### config.mk
export PLATFORM = sky130hd
export DESIGN_NAME = lbsg_div
export DESIGN_NICKNAME = d
export VERILOG_FILES = /design/src/hdl/lbsg_div.sv
export SDC_FILE = /design/constraint.sdc
export NUM_CORES = 2
export LEC_CHECK = 0
export ABC_CLOCK_PERIOD_IN_PS = 5100
export BUFFER_PORTS_ARGS = -buffer_cell sky130_fd_sc_hd__buf_2
export CAP_MARGIN = 10
export CORE_ASPECT_RATIO = 2
export CORE_MARGIN = 5
export CORE_UTILIZATION = 60
export CTS_BUF_LIST = sky130_fd_sc_hd__clkbuf_4
export DETAILED_ROUTE_END_ITERATION = 6
export PLACE_DENSITY_LB_ADDON = 0.08
export REMOVE_ABC_BUFFERS = 1
export SETUP_SLACK_MARGIN = 0.3
export SLEW_MARGIN = 20
export SYNTH_ARGS = -nofsm -noshare
export SYNTH_HDL_FRONTEND = slang
export SYNTH_SLANG_ARGS = --single-unit
export TNS_END_PERCENT = 30
### constraint.sdc
create_clock -name clk -period 5.1 [get_ports clk]
set_input_delay 0.51 -clock clk [delete_from_list [all_inputs] [get_ports clk]]
set_output_delay 0.51 -clock clk [all_outputs]
set_load 0.005 [all_outputs]
### src/hdl/lbsg_div.sv
`default_nettype none
// pipelined restoring divider, one quotient bit per stage
module lbsg_div #(
	parameter int NW = 24,
	parameter int DW = 13,
	parameter int SW = 8
) (
	input  wire logic          clk,
	input  wire logic          arst_n,
	input  wire logic          en,
	input  wire logic          in_valid,
	input  wire logic [NW-1:0] num,
	input  wire logic [DW-1:0] den,
	input  wire logic [SW-1:0] side,
	output logic               out_valid,
	output logic [NW-1:0]      quo,
	output logic [SW-1:0]      side_out
);

	logic          vld_s  [NW+1];
	logic [NW-1:0] num_s  [NW+1];
	logic [DW-1:0] rem_s  [NW+1];
	logic [NW-1:0] quo_s  [NW+1];
	logic [DW-1:0] den_s  [NW+1];
	logic [SW-1:0] side_s [NW+1];

	assign vld_s[0]  = in_valid;
	assign num_s[0]  = num;
	assign rem_s[0]  = '0;
	assign quo_s[0]  = '0;
	assign den_s[0]  = den;
	assign side_s[0] = side;

	for (genvar k = 0; k < NW; k++) begin : g_stage
		logic [DW:0] trial;
		logic [DW:0] diff;
		logic        fits;

		assign trial = {rem_s[k], num_s[k][NW-1]};
		assign diff  = trial - {1'b0, den_s[k]};
		assign fits  = trial >= {1'b0, den_s[k]};

		always_ff @(posedge clk or negedge arst_n) begin
			if (!arst_n) begin
				vld_s[k+1] <= 1'b0;
			end else if (en) begin
				vld_s[k+1] <= vld_s[k];
			end
		end

		always_ff @(posedge clk) begin
			if (en) begin
				rem_s[k+1]  <= fits ? diff[DW-1:0] : trial[DW-1:0];
				num_s[k+1]  <= num_s[k] << 1;
				quo_s[k+1]  <= {quo_s[k][NW-2:0], fits};
				den_s[k+1]  <= den_s[k];
				side_s[k+1] <= side_s[k];
			end
		end
	end

	assign out_valid = vld_s[NW];
	assign quo       = quo_s[NW];
	assign side_out  = side_s[NW];

endmodule
`default_nettype wire

# After elaboration in Yosys (flattened, before gate mapping)
# Index checks and enable logic that the tools add are counted.
# Widths: inputs -> output; s select.
# totals
regBits	1390
output_inout_bits	33
elab_cells	212
input_bits	49
# op_classes
muxes	23
add_sub_neg	23
n_lt_le_gt_ge	24
# op_table
cell	n
$ge 14x13->1	23
$mux 13	22
$sub 13x13->13	22
$ge 1x13->1	1
$sub 1x13->13	1
$mux 1	1

# Logic depth before layout (Yosys ltp)
# depth
word_depth	2
depth_mapped	11
depth_no_buf	10

# Worst setup path after synthesis
# No wires, ideal clock.
# synth_path
path_kind	flip-flop to flip-flop
startpoint	reg den_s[195] (netlist bit)
endpoint	reg rem_s, in the netlist g_stage[10].trial[10], data pin
setup_time_ns	0.260
required_time_ns	4.840
t_arrival_ns	2.546
slack_ns	2.294
synth_period_minus_slack_ns	2.806
path_stages_with_launch	11
path_buffers	1
cell_sequence	edfxtp_1 -> ha_1 -> fa_1 -> nor2b_1 -> o21ai_0 -> a21boi_0 -> or3_1 -> a21oi_1 -> o21ai_1 -> buf_2 -> mux2_2
# synth_between
elab_chain_len	2
elab_cells_between_ends	3
cone_classes	add/sub (1); order compare (1); mux (1)
# synth_lines
element	line_no	text
from (decl)	24	logic [DW-1:0] den_s [NW+1];
from (signal, indexed assignment)	56	den_s[k+1] <= den_s[k];
$ge 14x13->1	41	assign fits = trial >= {1'b0, den_s[k]};
via g_stage[9].fits	37	logic fits;
$mux 13	53	rem_s[k+1] <= fits ? diff[DW-1:0] : trial[DW-1:0];
to (signal, indexed assignment)	53	
to (decl)	22	logic [DW-1:0] rem_s [NW+1];
# The timed path passes the listed nets, and every way through them passes these cells.
# A chain may end at the register's enable or synchronous reset.

# Worst setup path in the final report
# layout_path
startpoint	reg num_s, in the netlist g_stage[18].trial[0]
endpoint	reg rem_s, in the netlist g_stage[19].trial[3], data pin
# layout_between
elab_chain_len	2
elab_cells_between_ends	3
cone_classes	add/sub (1); order compare (1); mux (1)
# layout_lines
element	line_no	text
from (decl)	21	logic [NW-1:0] num_s [NW+1];
from (signal, indexed assignment)	54	num_s[k+1] <= num_s[k] << 1;
$sub 13x13->13 or $ge 14x13->1 (tied branches)	40, 41	
$mux 13 (*)	53	
# Every way passes the cells marked *; elsewhere a longest branch is shown, timed or not.

==> impl_results.html <==
<table>
<tr><th>Metric</th><th>Value</th></tr>
<tr><th colspan="2">Global routing</th></tr>
<tr><td>Number of global-route vias before repair</td><td>36,100</td></tr>
<tr><td>Initial antenna violation count</td><td>3</td></tr>
<tr><td>Global-route usage over all layers</td><td>0.221</td></tr>
<tr><td>Met1 usage</td><td>0.144</td></tr>
<tr><td>Most crowded layer after global routing</td><td>met2</td></tr>
<tr><td>Met2 Usage GRT</td><td>0.454</td></tr>
<tr><td>Wire length of the first global-routing pass</td><td>179,000 µm</td></tr>
<tr><td>GR Util met3</td><td>0.0459</td></tr>
<tr><td>Grt ovf</td><td>0</td></tr>
<tr><td>Largest net degree at the start of global routing</td><td>158</td></tr>
<tr><th colspan="2">Synth</th></tr>
<tr><td>Fraction of registers with async set or reset after synthesis</td><td>0.0173</td></tr>
<tr><td>Cell area after synthesis</td><td>0.0604 mm²</td></tr>
<tr><td>Per-instance average area after synthesis</td><td>15.4 µm²</td></tr>
<tr><td>Sequential share of the synthesized area</td><td>0.689</td></tr>
<tr><td>Number of enable-type register cells in the synthesized netlist</td><td>1,366</td></tr>
<tr><td>Top_reg_cell synth</td><td>edfxtp_1</td></tr>
<tr><td>Number of distinct library cell variants in the gate-level netlist after synthesis</td><td>73</td></tr>
<tr><td>Register bit count reported by yosys</td><td>1,390</td></tr>
<tr><td>Number of warning messages in the yosys log</td><td>0</td></tr>
<tr><td>Number of cells produced by synthesis</td><td>3,916</td></tr>
<tr><th colspan="2">Min path</th></tr>
<tr><td>Path category of the worst min-delay check</td><td>input port to flip-flop</td></tr>
<tr><th colspan="2">STA</th></tr>
<tr><td>Maximum achievable frequency</td><td>259 MHz</td></tr>
<tr><td>Final Slew Violations</td><td>0</td></tr>
<tr><td>Unrepaired setup endpoints after global routing</td><td>no</td></tr>
<tr><td>Final Worst Setup Slack</td><td>1.24 ns</td></tr>
<tr><td>Headroom to the max-slew limit</td><td>0.197</td></tr>
<tr><td>Actual transition at the worst max-transition pin</td><td>1.20 ns</td></tr>
<tr><td>Final critical delay including setup and external delays</td><td>3.86 ns</td></tr>
<tr><td>Final Hold Violating Endpoints</td><td>0</td></tr>
<tr><td>Final period util</td><td>0.757</td></tr>
<tr><td>Setup violations, final</td><td>0</td></tr>
<tr><td>Layout Skew</td><td>0.0974 ns</td></tr>
<tr><td>Setup TNS</td><td>0 ns</td></tr>
<tr><th colspan="2">Placed design</th></tr>
<tr><td>Count of buffers inserted at the top-level ports</td><td>81</td></tr>
<tr><td>Final Wtd Congestion</td><td>0.875</td></tr>
<tr><td>Worst slack at placement</td><td>1.17 ns</td></tr>
<tr><td>DPL Wire Length</td><td>84,600 µm</td></tr>
<tr><th colspan="2">Route</th></tr>
<tr><td>1st-iter DRT viols</td><td>1,334</td></tr>
<tr><td>Via/cell ratio</td><td>5.61</td></tr>
<tr><td>DRT antenna net count</td><td>0</td></tr>
<tr><td>Routed via count</td><td>33,200</td></tr>
<tr><td>Routed Wire Length</td><td>118,000 µm</td></tr>
<tr><td>DRC violations left</td><td>0</td></tr>
<tr><td>Drt first pass iters</td><td>5</td></tr>
<tr><td>Routed wire per std cell</td><td>19.9 µm</td></tr>
<tr><th colspan="2">Finish</th></tr>
<tr><td>Leading cell type in the layout, fill and taps excluded</td><td>edfxtp_1</td></tr>
<tr><td>Area growth from synthesis to final layout</td><td>11.0%</td></tr>
<tr><td>Fraction of layout cells with a size suffix above 1</td><td>0.188</td></tr>
<tr><td>Total of fill cells in the finished design</td><td>7,321</td></tr>
<tr><td>Most used cells in the layout excluding fill and tap cells</td><td>1,366 x edfxtp_1, 441 x clkbuf_4, 390 x inv_1, 301 x ha_1, 243 x mux2_2</td></tr>
<tr><td>Net total in the final layout</td><td>4,747</td></tr>
<tr><td>Final cell utilization of the core</td><td>0.671</td></tr>
<tr><th colspan="2">Floorplan</th></tr>
<tr><td>Die area</td><td>0.107 mm²</td></tr>
<tr><td>Starting Density</td><td>0.604</td></tr>
<tr><td>Die outline height</td><td>459 µm</td></tr>
<tr><td>I/O pin total</td><td>82</td></tr>
<tr><td>Placement row count</td><td>164</td></tr>
<tr><td>Chip Width</td><td>234 µm</td></tr>
<tr><td>Core ar.</td><td>0.0999 mm²</td></tr>
<tr><th colspan="2">Power and ir drop</th></tr>
<tr><td>Leakage power</td><td>25.9 nW</td></tr>
<tr><td>Peak supply drop</td><td>0.000245 V</td></tr>
<tr><td>Power density over the cells</td><td>551 mW/mm²</td></tr>
<tr><th colspan="2">Clock tree</th></tr>
<tr><td>Sinks on the clock net</td><td>1,390</td></tr>
<tr><td>Clock buffers created by TritonCTS</td><td>322</td></tr>
<tr><td>CTS max path bufs</td><td>4</td></tr>
<tr><td>CTS HTree Levels</td><td>5</td></tr>
<tr><td>Cell at the root of the clock tree</td><td>clkbuf_4</td></tr>
<tr><td>Setup Fix Bufs, Post-CTS</td><td>0</td></tr>
<tr><td>Clock Latency Late Sink</td><td>1.21 ns</td></tr>
<tr><td>Clock-pin slew of the registers on the worst-case setup and hold paths</td><td>0.07 ns</td></tr>
<tr><td>TritonCTS clock tree</td><td>built</td></tr>
<tr><th colspan="2">Worst setup path</th></tr>
<tr><td>Peak fanout along the critical path</td><td>14</td></tr>
<tr><td>Arrival time at the worst endpoint</td><td>4.76 ns</td></tr>
<tr><td>Crit start category</td><td>flip-flop</td></tr>
<tr><td>WS Path Type</td><td>flip-flop to flip-flop</td></tr>
<tr><td>Critical Path Sink Type</td><td>flip-flop</td></tr>
<tr><td>Required @ worst endpoint</td><td>6.00 ns</td></tr>
<tr><th colspan="2">Outcome</th></tr>
<tr><td>Status</td><td>finished clean</td></tr>
<tr><th colspan="2">Flow run</th></tr>
<tr><td>Max Cap Violations</td><td>0</td></tr>
</table>
[worst max-delay path, cell delays in order, from the launching register on]
cell	delay [ns]
edfxtp_1	0.36
inv_1	0.08
ha_1	0.19
fa_1	0.24
nor2b_1	0.07
o21ai_1	0.22
a21oi_1	0.18
a211oi_2	0.58
o211ai_1	0.25
a311oi_4	0.98
mux2_2	0.42
[what timing repair did]
item                      CTS  global route
gates resized for setup     0             0
hold endpoints to repair  197             0
hold buffers               95             0
[per-layer routing]
metal / share of wire / wire length (µm) / up-vias
met2: 0.61 / 71700 / 782
met3: 0.032 / 3730 / 487
met4: 0.11 / 12600 / 0
li1: - / - / 15900
met1: 0.25 / 29600 / 16000
met5: 0 / 0 / -
[per-stage QoR]
step                cell area, µm²  hold slack [ns]  power, mW  cells
global placement             62300            0.400       28.6   5283
finish                       67000            0.202       37.0   5913
floorplan                    59900            0.214       25.2   3840
CTS                          67000           0.0167       37.4   5907
global route                 67000           0.0640       39.2   5911
detailed placement           62300            0.405       29.0   5284
[layout make-up]
class	instances	area, µm²	share of cell area
diodes	6	15.0	0.000224
flip-flops and latches	1390	41600	0.621
multi-input cells	2060	16800	0.251
clock inverters	87	398	0.00594
well taps	1328	1660	0.0248
inverters	390	1460	0.0218
clock buffers	441	3310	0.0494
repair buffers	211	1740	0.0260
[power breakdown]
part	internal, mW	switching, mW	leakage [nW]
Clock	4.09	4.05	2.23
Combinational	5.78	6.93	10.0
Sequential	15.2	0.902	13.6
Total	25.1	11.9	25.9
[cell families after synthesis]
kind of cell,after synthesis,share of synthesized area
buffers and inverters,466,0.0323
adders and majority gates,323,0.0697
AOI/OAI and AO/OA,685,0.0806
xor gates and xnor gates,167,0.0242
and+or+nand+nor,576,0.0472
DFF,1390,0.689
muxes,309,0.0564
[synthesized netlist by cell type, types with 19 or more instances]
| master | n | area share |
|---|---|---|
| nand2b_1 | 19 | 0.0020 |
| o21a_1 | 76 | 0.0095 |
| nor2b_1 | 55 | 0.0057 |
| o31a_1 | 25 | 0.0036 |
| clkbuf_1 | 21 | 0.0013 |
| ha_1 | 301 | 0.062 |
| edfxtp_1 | 1366 | 0.68 |
| nand3_1 | 30 | 0.0025 |
| mux2i_1 | 58 | 0.0096 |
| a21oi_1 | 154 | 0.013 |
| o211ai_1 | 35 | 0.0044 |
| mux2_2 | 243 | 0.045 |
| nor2_1 | 165 | 0.010 |
| a21boi_0 | 27 | 0.0034 |
| buf_4 | 33 | 0.0041 |
| o21ai_0 | 115 | 0.0095 |
| xnor2_1 | 92 | 0.013 |
| dfrtp_1 | 24 | 0.0099 |
| nand4_1 | 36 | 0.0037 |
| inv_1 | 390 | 0.024 |
| a21o_1 | 72 | 0.0090 |
| a211oi_1 | 36 | 0.0045 |
| nand2_1 | 110 | 0.0068 |
| xor2_1 | 75 | 0.011 |
| fa_1 | 22 | 0.0073 |
| nor3_1 | 73 | 0.0061 |
[path summary, 6_finish.rpt]
check / from / to / slack (ns) / depth (start not counted)
min in group asynchronous: arst_n / vld_s[1] / 0.40 / 4
min reg2reg: num_s[233] / num_s[210] / 0.37 / 0
max in group asynchronous: arst_n / vld_s[12] / 4.53 / 4
max reg2reg: g_stage[18].trial[0] / g_stage[19].trial[3] / 1.24 / 10
min: den[1] / den_s[300] / 0.20 / 2
max: g_stage[18].trial[0] / g_stage[19].trial[3] / 1.24 / 10
[sequential cells by signal (all words and copies together) (netlist names)]
| signal | count |
|---|---|
| vld_s | 23 |
| quo_s | 276 |
| den_s | 299 |
| quo | 24 |
| num_s | 253 |
| g_stage.trial | 322 |
| out_valid | 1 |
| side_s | 184 |
| side_out | 8 |
(Power assumes the default switching activity.)
